$ cat src/hdl/touch_cursor_session_tracker_defines.svh
// Assertion macros for the touch cursor session tracker.
// Clocked on clk_i, disabled while rst_ni is low.
`ifndef TOUCH_CURSOR_SESSION_TRACKER_DEFINES_SVH
`define TOUCH_CURSOR_SESSION_TRACKER_DEFINES_SVH

`ifndef SYNTHESIS
`define TCST_ASSERT(lbl, prop, msg) \
  lbl: assert property (@(posedge clk_i) disable iff (!rst_ni) prop) \
    else $error(msg);
`define TCST_ASSERT_IMPLIES(lbl, ante, cons, msg) \
  `TCST_ASSERT(lbl, (ante) |-> (cons), msg)
`else
`define TCST_ASSERT(lbl, prop, msg)
`define TCST_ASSERT_IMPLIES(lbl, ante, cons, msg)
`endif

`endif

$ cat src/hdl/tcst_pkg.sv
package tcst_pkg;

  typedef enum logic [1:0] {
    ACT_SET   = 2'd0,
    ACT_ALIVE = 2'd1,
    ACT_END   = 2'd2
  } action_e;

  typedef enum logic [1:0] {
    EV_ADD    = 2'd0,
    EV_UPDATE = 2'd1,
    EV_REMOVE = 2'd2,
    EV_FULL   = 2'd3
  } kind_e;

  typedef enum logic [3:0] {
    S_IDLE   = 4'b0001,
    S_SCAN   = 4'b0010,
    S_DECIDE = 4'b0100,
    S_SWEEP  = 4'b1000
  } state_e;

  localparam logic [1:0] CFG_SQUARE_MODE = 2'd0;
  localparam logic [1:0] CFG_ROUND_LIMIT = 2'd1;
  localparam logic [1:0] CFG_X_SCALE     = 2'd2;
  localparam logic [1:0] CFG_Y_SCALE     = 2'd3;

  localparam logic [15:0] SCALE_ONE = 16'd16384;
  localparam logic [15:0] HALF_POS  = 16'h8000;
  // one quarter in Q0.32: radius one half, squared
  localparam logic [32:0] RADIUS_SQ = 33'h0_4000_0000;

  typedef struct packed {
    logic [1:0]         action;
    logic [31:0]        session_id;
    logic [15:0]        x_pos;
    logic [15:0]        y_pos;
    logic signed [15:0] x_speed;
    logic signed [15:0] y_speed;
    logic signed [15:0] motion_accel;
  } item_t;

  typedef struct packed {
    logic [1:0]         event_kind;
    logic [31:0]        out_session;
    logic [17:0]        out_x;
    logic [17:0]        out_y;
    logic signed [15:0] out_x_speed;
    logic signed [15:0] out_y_speed;
    logic signed [15:0] out_accel;
    logic               last;
  } result_t;

  typedef struct packed {
    logic [17:0] x;
    logic [17:0] y;
    logic        far;
  } coord_t;

endpackage

$ cat src/hdl/touch_cursor_session_tracker.sv
// Touch cursor session tracker. Session IDs live in a single-port-read
// memory that is scanned one slot per clock. A set or alive beat keeps busy_o
// high through the scan and, for a set, the decide state after it; an
// end-of-alive beat through the sweep, and its remove results come out
// one per cycle at most while the sweep runs. Action code 3 is taken
// and dropped without raising busy_o. Every result is presented for exactly
// one cycle on res_valid_o and is not held: the receiver must take it then.
// The config channel is ready only while the block is idle and no beat is
// offered on start_i, so a write never lands under an item in flight.
// No clearing pass is needed after reset.
`include "touch_cursor_session_tracker_defines.svh"

module touch_cursor_session_tracker #(
  parameter int MAX_SESSIONS = 32
) (
  input  logic              clk_i,
  input  logic              rst_ni,
  input  logic              start_i,
  output logic              busy_o,
  input  tcst_pkg::item_t   item_i,
  output logic              res_valid_o,
  output tcst_pkg::result_t res_o,
  input  logic              cfg_valid_i,
  output logic              cfg_ready_o,
  input  logic [1:0]        cfg_index_i,
  input  logic [15:0]       cfg_data_i
);

  localparam int AW = (MAX_SESSIONS > 1) ? $clog2(MAX_SESSIONS) : 1;
  localparam int CW = $clog2(MAX_SESSIONS + 1);
  localparam logic [CW-1:0] NCNT = CW'(MAX_SESSIONS);

  tcst_pkg::state_e  state_q, state_d;
  tcst_pkg::item_t   item_q;
  tcst_pkg::result_t res_q, res_d;
  tcst_pkg::coord_t  coord;
  logic              res_valid_q, res_valid_d;

  logic        sq_mode_q, round_q;
  logic [15:0] x_scale_q, y_scale_q;

  logic [MAX_SESSIONS-1:0] valid_q, valid_d;
  logic [MAX_SESSIONS-1:0] seen_q, seen_d;

  logic [CW-1:0] iss_q, iss_d;
  logic          chk_vld_q, chk_vld_d;
  logic [AW-1:0] chk_idx_q, chk_idx_d;
  logic          hit_q, hit_d;
  logic          free_fnd_q, free_fnd_d;
  logic [AW-1:0] free_q, free_d;
  logic          pend_q, pend_d;
  logic [31:0]   pend_id_q, pend_id_d;

  logic          accept;
  logic          ram_we, ram_re;
  logic [31:0]   ram_rdata;
  logic          id_match;

  assign accept      = start_i && !busy_o;
  assign busy_o      = (state_q != tcst_pkg::S_IDLE);
  assign cfg_ready_o = !busy_o && !start_i;
  assign res_valid_o = res_valid_q;
  assign res_o       = res_q;

  tcst_id_ram #(
    .DEPTH (MAX_SESSIONS),
    .AW    (AW)
  ) u_id_ram (
    .clk_i   (clk_i),
    .we_i    (ram_we),
    .waddr_i (free_q),
    .wdata_i (item_q.session_id),
    .re_i    (ram_re),
    .raddr_i (iss_q[AW-1:0]),
    .rdata_o (ram_rdata)
  );

  tcst_coord u_coord (
    .clk_i     (clk_i),
    .x_pos_i   (item_q.x_pos),
    .y_pos_i   (item_q.y_pos),
    .x_scale_i (x_scale_q),
    .y_scale_i (y_scale_q),
    .coord_o   (coord)
  );

  // read data belongs to chk_idx_q; only meaningful when that slot is valid
  assign id_match = valid_q[chk_idx_q] && (ram_rdata == item_q.session_id);

  always_comb begin
    state_d     = state_q;
    iss_d       = iss_q;
    chk_vld_d   = 1'b0;
    chk_idx_d   = chk_idx_q;
    hit_d       = hit_q;
    free_fnd_d  = free_fnd_q;
    free_d      = free_q;
    pend_d      = pend_q;
    pend_id_d   = pend_id_q;
    valid_d     = valid_q;
    seen_d      = seen_q;
    res_d       = res_q;
    res_valid_d = 1'b0;
    ram_we      = 1'b0;
    ram_re      = 1'b0;

    case (state_q)
      tcst_pkg::S_IDLE: begin
        if (accept) begin
          iss_d      = '0;
          hit_d      = 1'b0;
          free_fnd_d = 1'b0;
          pend_d     = 1'b0;
          case (item_i.action)
            tcst_pkg::ACT_SET,
            tcst_pkg::ACT_ALIVE: state_d = tcst_pkg::S_SCAN;
            tcst_pkg::ACT_END:   state_d = tcst_pkg::S_SWEEP;
            default:             state_d = tcst_pkg::S_IDLE;
          endcase
        end
      end

      tcst_pkg::S_SCAN: begin
        if (iss_q != NCNT) begin
          ram_re    = 1'b1;
          iss_d     = iss_q + CW'(1);
          chk_vld_d = 1'b1;
          chk_idx_d = iss_q[AW-1:0];
        end
        if (chk_vld_q) begin
          if (id_match) begin
            hit_d = 1'b1;
            if (item_q.action == tcst_pkg::ACT_ALIVE) begin
              seen_d[chk_idx_q] = 1'b1;
            end
          end
          if (!valid_q[chk_idx_q] && !free_fnd_q) begin
            free_fnd_d = 1'b1;
            free_d     = chk_idx_q;
          end
        end else if (iss_q == NCNT) begin
          state_d = (item_q.action == tcst_pkg::ACT_SET) ? tcst_pkg::S_DECIDE
                                                         : tcst_pkg::S_IDLE;
        end
      end

      tcst_pkg::S_DECIDE: begin
        state_d = tcst_pkg::S_IDLE;
        if (!(sq_mode_q && round_q && coord.far)) begin
          res_valid_d       = 1'b1;
          res_d.out_session = item_q.session_id;
          res_d.out_x       = sq_mode_q ? {2'b00, item_q.x_pos} : coord.x;
          res_d.out_y       = sq_mode_q ? {2'b00, item_q.y_pos} : coord.y;
          res_d.out_x_speed = item_q.x_speed;
          res_d.out_y_speed = item_q.y_speed;
          res_d.out_accel   = item_q.motion_accel;
          res_d.last        = 1'b1;
          if (hit_q) begin
            res_d.event_kind = tcst_pkg::EV_UPDATE;
          end else if (free_fnd_q) begin
            res_d.event_kind = tcst_pkg::EV_ADD;
            ram_we           = 1'b1;
            valid_d[free_q]  = 1'b1;
            seen_d[free_q]   = 1'b0;
          end else begin
            res_d.event_kind = tcst_pkg::EV_FULL;
          end
        end
      end

      tcst_pkg::S_SWEEP: begin
        if (iss_q != NCNT) begin
          ram_re    = 1'b1;
          iss_d     = iss_q + CW'(1);
          chk_vld_d = 1'b1;
          chk_idx_d = iss_q[AW-1:0];
        end
        // one remove is held back so the final one can carry last
        if (chk_vld_q) begin
          if (valid_q[chk_idx_q] && !seen_q[chk_idx_q]) begin
            valid_d[chk_idx_q] = 1'b0;
            if (pend_q) begin
              res_valid_d       = 1'b1;
              res_d             = '0;
              res_d.event_kind  = tcst_pkg::EV_REMOVE;
              res_d.out_session = pend_id_q;
            end
            pend_d    = 1'b1;
            pend_id_d = ram_rdata;
          end
        end else if (iss_q == NCNT) begin
          if (pend_q) begin
            res_valid_d       = 1'b1;
            res_d             = '0;
            res_d.event_kind  = tcst_pkg::EV_REMOVE;
            res_d.out_session = pend_id_q;
            res_d.last        = 1'b1;
          end
          pend_d  = 1'b0;
          seen_d  = '0;
          state_d = tcst_pkg::S_IDLE;
        end
      end

      default: state_d = tcst_pkg::S_IDLE;
    endcase
  end

  always_ff @(posedge clk_i or negedge rst_ni) begin
    if (!rst_ni) begin
      state_q     <= tcst_pkg::S_IDLE;
      res_valid_q <= 1'b0;
      valid_q     <= '0;
      seen_q      <= '0;
      iss_q       <= '0;
      chk_vld_q   <= 1'b0;
      chk_idx_q   <= '0;
      hit_q       <= 1'b0;
      free_fnd_q  <= 1'b0;
      free_q      <= '0;
      pend_q      <= 1'b0;
      sq_mode_q   <= 1'b1;
      round_q     <= 1'b0;
      x_scale_q   <= tcst_pkg::SCALE_ONE;
      y_scale_q   <= tcst_pkg::SCALE_ONE;
    end else begin
      state_q     <= state_d;
      res_valid_q <= res_valid_d;
      valid_q     <= valid_d;
      seen_q      <= seen_d;
      iss_q       <= iss_d;
      chk_vld_q   <= chk_vld_d;
      chk_idx_q   <= chk_idx_d;
      hit_q       <= hit_d;
      free_fnd_q  <= free_fnd_d;
      free_q      <= free_d;
      pend_q      <= pend_d;
      if (cfg_valid_i && cfg_ready_o) begin
        case (cfg_index_i)
          tcst_pkg::CFG_SQUARE_MODE: sq_mode_q <= cfg_data_i[0];
          tcst_pkg::CFG_ROUND_LIMIT: round_q   <= cfg_data_i[0];
          tcst_pkg::CFG_X_SCALE:     x_scale_q <= cfg_data_i;
          tcst_pkg::CFG_Y_SCALE:     y_scale_q <= cfg_data_i;
          default: ;
        endcase
      end
    end
  end

  // payload registers
  always_ff @(posedge clk_i) begin
    res_q     <= res_d;
    pend_id_q <= pend_id_d;
    if (accept) begin
      item_q <= item_i;
    end
  end

  `TCST_ASSERT_IMPLIES(a_res_src, res_valid_o,
    ($past(state_q) == tcst_pkg::S_DECIDE) || ($past(state_q) == tcst_pkg::S_SWEEP),
    "result beat outside decide or sweep")
  `TCST_ASSERT_IMPLIES(a_sweep_clr,
    ($past(state_q) == tcst_pkg::S_SWEEP) && (state_q == tcst_pkg::S_IDLE),
    seen_q == '0, "seen marks left after sweep")
  `TCST_ASSERT_IMPLIES(a_add_grows,
    res_valid_o && (res_o.event_kind == tcst_pkg::EV_ADD),
    $countones(valid_q) == $countones($past(valid_q)) + 1, "add beat without a new slot")

endmodule

$ cat src/hdl/tcst_id_ram.sv
module tcst_id_ram #(
  parameter int DEPTH = 32,
  parameter int AW    = 5
) (
  input  logic          clk_i,
  input  logic          we_i,
  input  logic [AW-1:0] waddr_i,
  input  logic [31:0]   wdata_i,
  input  logic          re_i,
  input  logic [AW-1:0] raddr_i,
  output logic [31:0]   rdata_o
);

  logic [31:0] mem [DEPTH];
  logic [31:0] rdata_q;

  always_ff @(posedge clk_i) begin
    if (we_i) begin
      mem[waddr_i] <= wdata_i;
    end
  end

  always_ff @(posedge clk_i) begin
    if (re_i) begin
      rdata_q <= mem[raddr_i];
    end
  end

  assign rdata_o = rdata_q;

endmodule

$ cat src/hdl/tcst_coord.sv
module tcst_coord (
  input  logic                clk_i,
  input  logic [15:0]         x_pos_i,
  input  logic [15:0]         y_pos_i,
  input  logic [15:0]         x_scale_i,
  input  logic [15:0]         y_scale_i,
  output tcst_pkg::coord_t    coord_o
);

  logic [15:0] dx, dy;
  logic [31:0] x_prod, y_prod;
  logic [17:0] x_q, y_q;
  logic [31:0] dx_sq_q, dy_sq_q;
  logic [32:0] dist_sq;

  // distance from the center, magnitude only
  assign dx = x_pos_i[15] ? {1'b0, x_pos_i[14:0]} : (tcst_pkg::HALF_POS - x_pos_i);
  assign dy = y_pos_i[15] ? {1'b0, y_pos_i[14:0]} : (tcst_pkg::HALF_POS - y_pos_i);

  assign x_prod = 32'(x_pos_i) * 32'(x_scale_i);
  assign y_prod = 32'(y_pos_i) * 32'(y_scale_i);

  always_ff @(posedge clk_i) begin
    x_q     <= x_prod[31:14];
    y_q     <= y_prod[31:14];
    dx_sq_q <= 32'(dx) * 32'(dx);
    dy_sq_q <= 32'(dy) * 32'(dy);
  end

  assign dist_sq = {1'b0, dx_sq_q} + {1'b0, dy_sq_q};

  assign coord_o.x   = x_q;
  assign coord_o.y   = y_q;
  assign coord_o.far = (dist_sq > tcst_pkg::RADIUS_SQ);

endmodule

$ cat config.mk
export PLATFORM = sky130hd
export DESIGN_NAME = touch_cursor_session_tracker
export DESIGN_NICKNAME = d
export VERILOG_FILES = /design/src/hdl/tcst_pkg.sv /design/src/hdl/touch_cursor_session_tracker.sv /design/src/hdl/tcst_id_ram.sv /design/src/hdl/tcst_coord.sv
export VERILOG_INCLUDE_DIRS = /design/src /design/src/hdl
export SDC_FILE = /design/constraint.sdc
export NUM_CORES = 2
export LEC_CHECK = 0
export BUFFER_PORTS_ARGS = -buffer_cell sky130_fd_sc_hd__buf_4
export CAP_MARGIN = 20
export CORE_ASPECT_RATIO = 1.1
export CORE_MARGIN = 8
export CORE_UTILIZATION = 55
export CTS_BUF_LIST = sky130_fd_sc_hd__clkbuf_8
export DETAILED_ROUTE_END_ITERATION = 12
export PLACE_DENSITY = 0.72
export SYNTH_ARGS = -nofsm -noshare
export SYNTH_HDL_FRONTEND = slang
export SYNTH_SLANG_ARGS = --single-unit
$ cat constraint.sdc
create_clock -name clk_i -period 16.75 [get_ports clk_i]
set_input_delay 0.8375 -clock clk_i [delete_from_list [all_inputs] [get_ports clk_i]]
set_output_delay 0.8375 -clock clk_i [all_outputs]
set_load 0.1 [all_outputs]
# Word level (Yosys, flattened, before mapping)

Memory sizes are Yosys's and may differ from the RTL's. A register that Yosys moved wholly into a read port is not among the register bits.
Cells that the tools add are included.

Input port bits: 136
Word-level logic and storage cells: 199
Bits in registers: 488
Output and inout port bits: 122
Memories: 1
Bits in writable memories: 1024

$add $sub $neg: 4
Equality and inequality tests: 32
Magnitude comparators: 5
Reductions and logical operators: 40
Muxes and demuxes: 72
Bitwise logic cells: 6
Multiply operators: 4

Memory list:

| name         | depth | width | read ports | clocked after Yosys merged registers in | write ports | line              | text |
|---|---|---|---|---|---|---|---|
| u_id_ram.mem | 32    | 32    | 1          | 1                                       | 1           | tcst_id_ram.sv:14 | `logic [31:0] mem [DEPTH];` |

Operator list:

| kind                                                       | number |
|---|---|
| two-way mux 119 bit                                        | 6 |
| two-way mux 32 bit                                         | 13 |
| case mux 119 bit (2 select lines)                          | 1 |
| multiplier 16 x 16 -> 32 bit                               | 4 |
| case mux 32 bit (3 select lines)                           | 1 |
| AND 32 bit                                                 | 2 |
| NOT 32 bit                                                 | 2 |
| OR 32 bit                                                  | 2 |
| case mux 32 bit (2 select lines)                           | 1 |
| two-way mux 18 bit                                         | 2 |
| adder 32 x 32 -> 33 bit                                    | 1 |
| > comparator 33 x 31 -> 1 bit, second input constant       | 1 |
| == test 32 bit                                             | 1 |
| two-way mux 16 bit                                         | 2 |
| subtractor 16 bit, first input constant                    | 2 |
| inequality test 2 bit, second input constant               | 15 |
| two-way mux 1 bit                                          | 25 |
| two-way mux 4 bit                                          | 5 |
| less-than comparator 5 x 6 -> 1 bit, second input constant | 2 |
| two-way mux 6 bit                                          | 2 |
| case mux 4 bit (3 select lines)                            | 1 |
| case mux 6 bit (2 select lines)                            | 1 |
| AND reduction 4 bit                                        | 3 |
| binary-select mux 1 bit (select 5 bit)                     | 2 |
| other kinds (29)                                           | 66 |

# Depth between registers and ports, before layout

Word-level depth: 10
Gate-level depth with buffers: 36
Depth with buffers taken out: 34

# Hierarchy

A second synthesis with hierarchy kept.

Cells, all modules: 7209
Area, all modules: 90541.8 um2

Modules (own cells, without submodules):

| module                       | times used | cells each | seq. area each (um2) | area an instance (um2) |
|---|---|---|---|---|
| tcst_id_ram                  | 1          | 2260       | 31710.4              | 40812.9 |
| tcst_coord                   | 1          | 3838       | 1961.9               | 33876.2 |
| touch_cursor_session_tracker | 1          | 1111       | 11040.6              | 15852.7 |

# Worst setup path after synthesis

Ideal clock, no wire load.

Path kind: reg2reg
Start: register chk_idx_q[0]
End: register res_q (netlist bit res_o[0]), enable pin
Arrival: 10651 ps
Path slack: 5338 ps
Setup time: 761 ps
Cell stages (with the launch flop): 10
Period minus slack after synthesis: 11412 ps
Required time: 15989 ps
Buffers on the path: 2
Path through: dfrtp_1 -> buf_2 -> clkbuf_1 -> mux4_2 -> a22oi_1 -> nand3_1 -> a211o_1 -> inv_1 -> nor2_1 -> o21ai_0

Cells in the longest elaborated chain, start to end: 6
Elaborated cells on any way between the ends: 8
Those cells by class: eq/ne: 1; mux: 4; reduce/logical: 3

RTL lines:

| what                                     | line                                | text |
|---|---|---|
| start: declaration                       | touch_cursor_session_tracker.sv:47  | `logic [AW-1:0] chk_idx_q, chk_idx_d;` |
| start signal: assignment                 | touch_cursor_session_tracker.sv:233 | `chk_idx_q <= chk_idx_d;` |
| binary-select mux 1 bit (select 5 bit)   | touch_cursor_session_tracker.sv:180 | `if (valid_q[chk_idx_q] && !seen_q[chk_idx_q]) begin` |
| two-way mux 1 bit (implied by the code)  | touch_cursor_session_tracker.sv:180 |  |
| logical NOT 1 bit                        | touch_cursor_session_tracker.sv:180 |  |
| logical AND 1 bit *                      | touch_cursor_session_tracker.sv:180 |  |
| inequality test 3 bit (no source line) * | n/a                                 |  |
| AND reduction 5 bit (no source line) *   | n/a                                 |  |
| end signal: assignment                   | touch_cursor_session_tracker.sv:252 | `res_q <= res_d;` |
| end: declaration                         | touch_cursor_session_tracker.sv:35  | `tcst_pkg::result_t res_q, res_d;` |

Mark *: on every way between the ends. The rest lies on a longest branch, timed or not. The select of a mux whose other input is x is not followed.
A chain may end at the register's enable or synchronous reset.

# Worst setup path after layout

Start: register item_q[64] in the netlist's numbering
End: register u_coord.dx_sq_q[30]

Cells in the longest elaborated chain, start to end: 3

RTL lines:

| what                           | line                                | text |
|---|---|---|
| start: declaration             | touch_cursor_session_tracker.sv:34  | `tcst_pkg::item_t item_q;` |
| start signal: assignment       | touch_cursor_session_tracker.sv:255 | `item_q <= item_i;` |
| subtractor 16 bit              | tcst_coord.sv:17                    | `assign dx = x_pos_i[15] ? {1'b0, x_pos_i[14:0]} : (tcst_pkg::HALF_POS - x_pos_i);` |
| two-way mux 16 bit *           | tcst_coord.sv:17                    |  |
| multiplier 16 x 16 -> 32 bit * | tcst_coord.sv:26                    | `dx_sq_q <= 32'(dx) * 32'(dx);` |
| end signal: assignment         | tcst_coord.sv:26                    |  |
| end: declaration               | tcst_coord.sv:13                    | `logic [31:0] dx_sq_q, dy_sq_q;` |

Mark *: on every way between the ends. The rest lies on a longest branch, timed or not.

==> results.cfg <==
[place]
dp.cells = 8637
hpwl_um = 138000
gp_congestion = 0.898
portBuffers = 257

[floorplanning]
die_w_um = 399
die_h_um = 437
core-area_mm2 = 0.160
io-pin-count = 258
die_area_mm2 = 0.174
row_count = 154
initial_core_util = 0.554

[grt]
antenna_found_initial = 9
overflow = 0
grt_pass1_vias = 56500
grt_use_total = 0.250
grt_pass1_wl_um = 332000
grt_max_degree = 119

[synth]
async_reset_ff_frac = 0.0798
syn_area_mm2 = 0.0887
syn_inst = 6395
synth_area_leader_cell = edfxtp_1
yosys-top-cells-area = edfxtp_1, fa_1, mux4_2, ha_1, inv_1
synth_ff_type = edfxtp_1
syn_avg_cell_area_um2 = 13.9
synth_fa_ha_area_frac = 0.221
synthXorXnorAreaFrac = 0.0169
synth-seq-cells = 1542
yosys.area.top_type_share = 0.447
synth.distinct_cells = 85
yosys_warnings = 0
synth.area.mux_share = 0.0988
synth_compound_area_frac = 0.0318
yosys.area_share.simple = 0.0753
synth-seq-area-share = 0.504
synth_top_family_by_area = adder cells
synth-edff-count = 1321

[clock_network]
post_cts_resized = 0
clockRootBuffer = clkbuf_8
tritoncts = done
clk_latency_ns = 0.96
clock_path_buffers = 3
cts_buffers = 233
cts.clk_slew.worst_paths_ns = 0.06
postCtsSetupRepairBufs = 0
cts_max_level = 4
cts_sinks = 1542

[flow_run]
max_cap_violations = 0

[route]
vias = 53000
wl_per_cell_um = 23.7
drc = 0
viasPerCell = 5.78
drt_iter0_drc = 4968
finalWirelength_um = 217000
drt-pass1-iter-count = 6
ant_nets = 0

[setup_path]
slowest_stage = edfxtp_1
cp_max_fo = 24
critical_path.max_stage_delay_ns = 0.89
start_kind = flop
cp.arrival_ns = 10.33
r2r-end = u_coord.dx_sq_q[30]
crit_type = flop to flop
reg2regPathDepth = 32
path_common_cell = fa_1
reg2reg_slack_ns = 7.22
worstReg2RegStart = item_q[64]
crit_path_end_kind = flop
cp.required_ns = 17.55

[hold_path]
hold_start = item_i[35]
hp-class = input pin to flop
hold_path_end = item_q[35]
whs_path_depth = 1

[run_status]
status = complete, no violations

[sta]
finClkSkew_ns = 0.0574
max_freq_ghz = 0.105
final.setup.tns_ns = 0
maxSlewHeadroom = 0.234
hold_violations = 0
tightest_slew_ns = 1.15
post-route-min-period_ns = 9.53
setup_viol = 0
rsz0062_at_grt = false
drv_slew = 0
fin_crit_sh = 0.569

[finish]
area_growth_pct = 11.5
nets = 8139
drive_above_1_share = 0.165
final_cell_mix = edfxtp_1, inv_1, fa_1
layout_commonest_cell = edfxtp_1
finish.utilization = 0.618
final_cells = 9167
[sequential cells by signal, indices dropped and copies added (netlist names), 16 cells and up]
signal,cells
u_coord.y_q,18
u_id_ram.mem,1024
y_scale_q,16
seen_q,32
u_coord.x_q,18
u_coord.dy_sq_q,31
res_o,119
item_q,114
u_id_ram.rdata_o,32
u_coord.dx_sq_q,31
valid_q,32
pend_id_q,32
x_scale_q,16
[cell families after synthesis]
family          after synthesis
xor+xnor                    171
compound gates              444
buf+inv                    1211
fa+ha+maj                  1142
flops                      1542
mux                         446
other cells                   2
simple gates               1437
[per-stage QoR]
| step | hold slack [ns] | setup WS [ns] | area, um2 |
|---|---|---|---|
| after floorplan | 0.412 | 5.34 | 88800 |
| after global placement | 0.455 | 7.44 | 93500 |
| after detailed placement | 0.455 | 7.26 | 93500 |
| after CTS | 0.000906 | 7.28 | 98900 |
| after global routing | 0.0287 | 6.42 | 98900 |
| final | 0.114 | 7.22 | 98900 |
[layer usage]
metal	track usage	vias to the layer above	routed length (um)
li1	-	22900	-
met1	0.322	27200	82000
met2	0.431	2319	110000
met3	0.0431	500	17300
met4	0.0881	2	7700
met5	0	-	13
[worst max-delay path: cells and delay by family (launching register included)]
family                   cells  cell delay, ns
adder cells (fa/ha/maj)      8            3.77
XOR/XNOR                     2            0.54
buffers and inverters        7            1.40
AO/OA/AOI/OAI               10            2.30
flip-flops                   1            0.89
AND/OR/NAND/NOR              5            0.51
[how the worst max path moves through the flow]
stage	start	cells after the start	to	slack [ns]
after CTS	item_q[69]	30	u_coord.dx_sq_q[30]	7.28
after floorplan	chk_idx_q[0]	9	res_o[0]	5.34
after detailed placement	item_q[69]	30	u_coord.dx_sq_q[30]	7.26
final	item_q[64]	32	u_coord.dx_sq_q[30]	7.22
after global placement	item_q[64]	32	u_coord.dx_sq_q[30]	7.44
after global routing	item_q[64]	32	u_coord.dx_sq_q[30]	6.42
[what timing repair did]
item,CTS,global route
endpoints found under the setup margin,0,0
hold endpoints to repair,160,0
hold buffers,95,0
[cells in the mapped netlist, drive strengths merged (6+ instances only)]
master	instances
a2111oi	6
a211oi	34
a21o	36
a21oi	131
a22oi	7
a31oi	16
and2	271
and3	18
buf	47
clkbuf	223
clkinv	15
dfrtp	119
dfxtp	98
edfxtp	1321
fa	712
ha	430
inv	926
mux2	73
mux2i	37
mux4	336
nand2	623
nand2b	17
nand3	40
nand3b	10
nand4	18
nor2	295
nor2b	21
nor3	49
nor3b	10
nor4	20
o21a	14
o21ai	116
o21bai	16
o31ai	8
or2	15
or3	10
xnor2	111
xor2	60
[final cells by class]
type / count / area, um2
antenna: 9 / 22.5
clock buffer: 242 / 3330
clock inverter: 184 / 1060
multi-input combinational: 3663 / 39700
timing repair buffer: 480 / 3850
fill: 11900 / 61200
inverter: 941 / 3540
sequential: 1542 / 44700
tap: 2106 / 2640
Power is not shown: default switching activity piles up to over one toggle a cycle in this logic, so the estimate is an artifact.
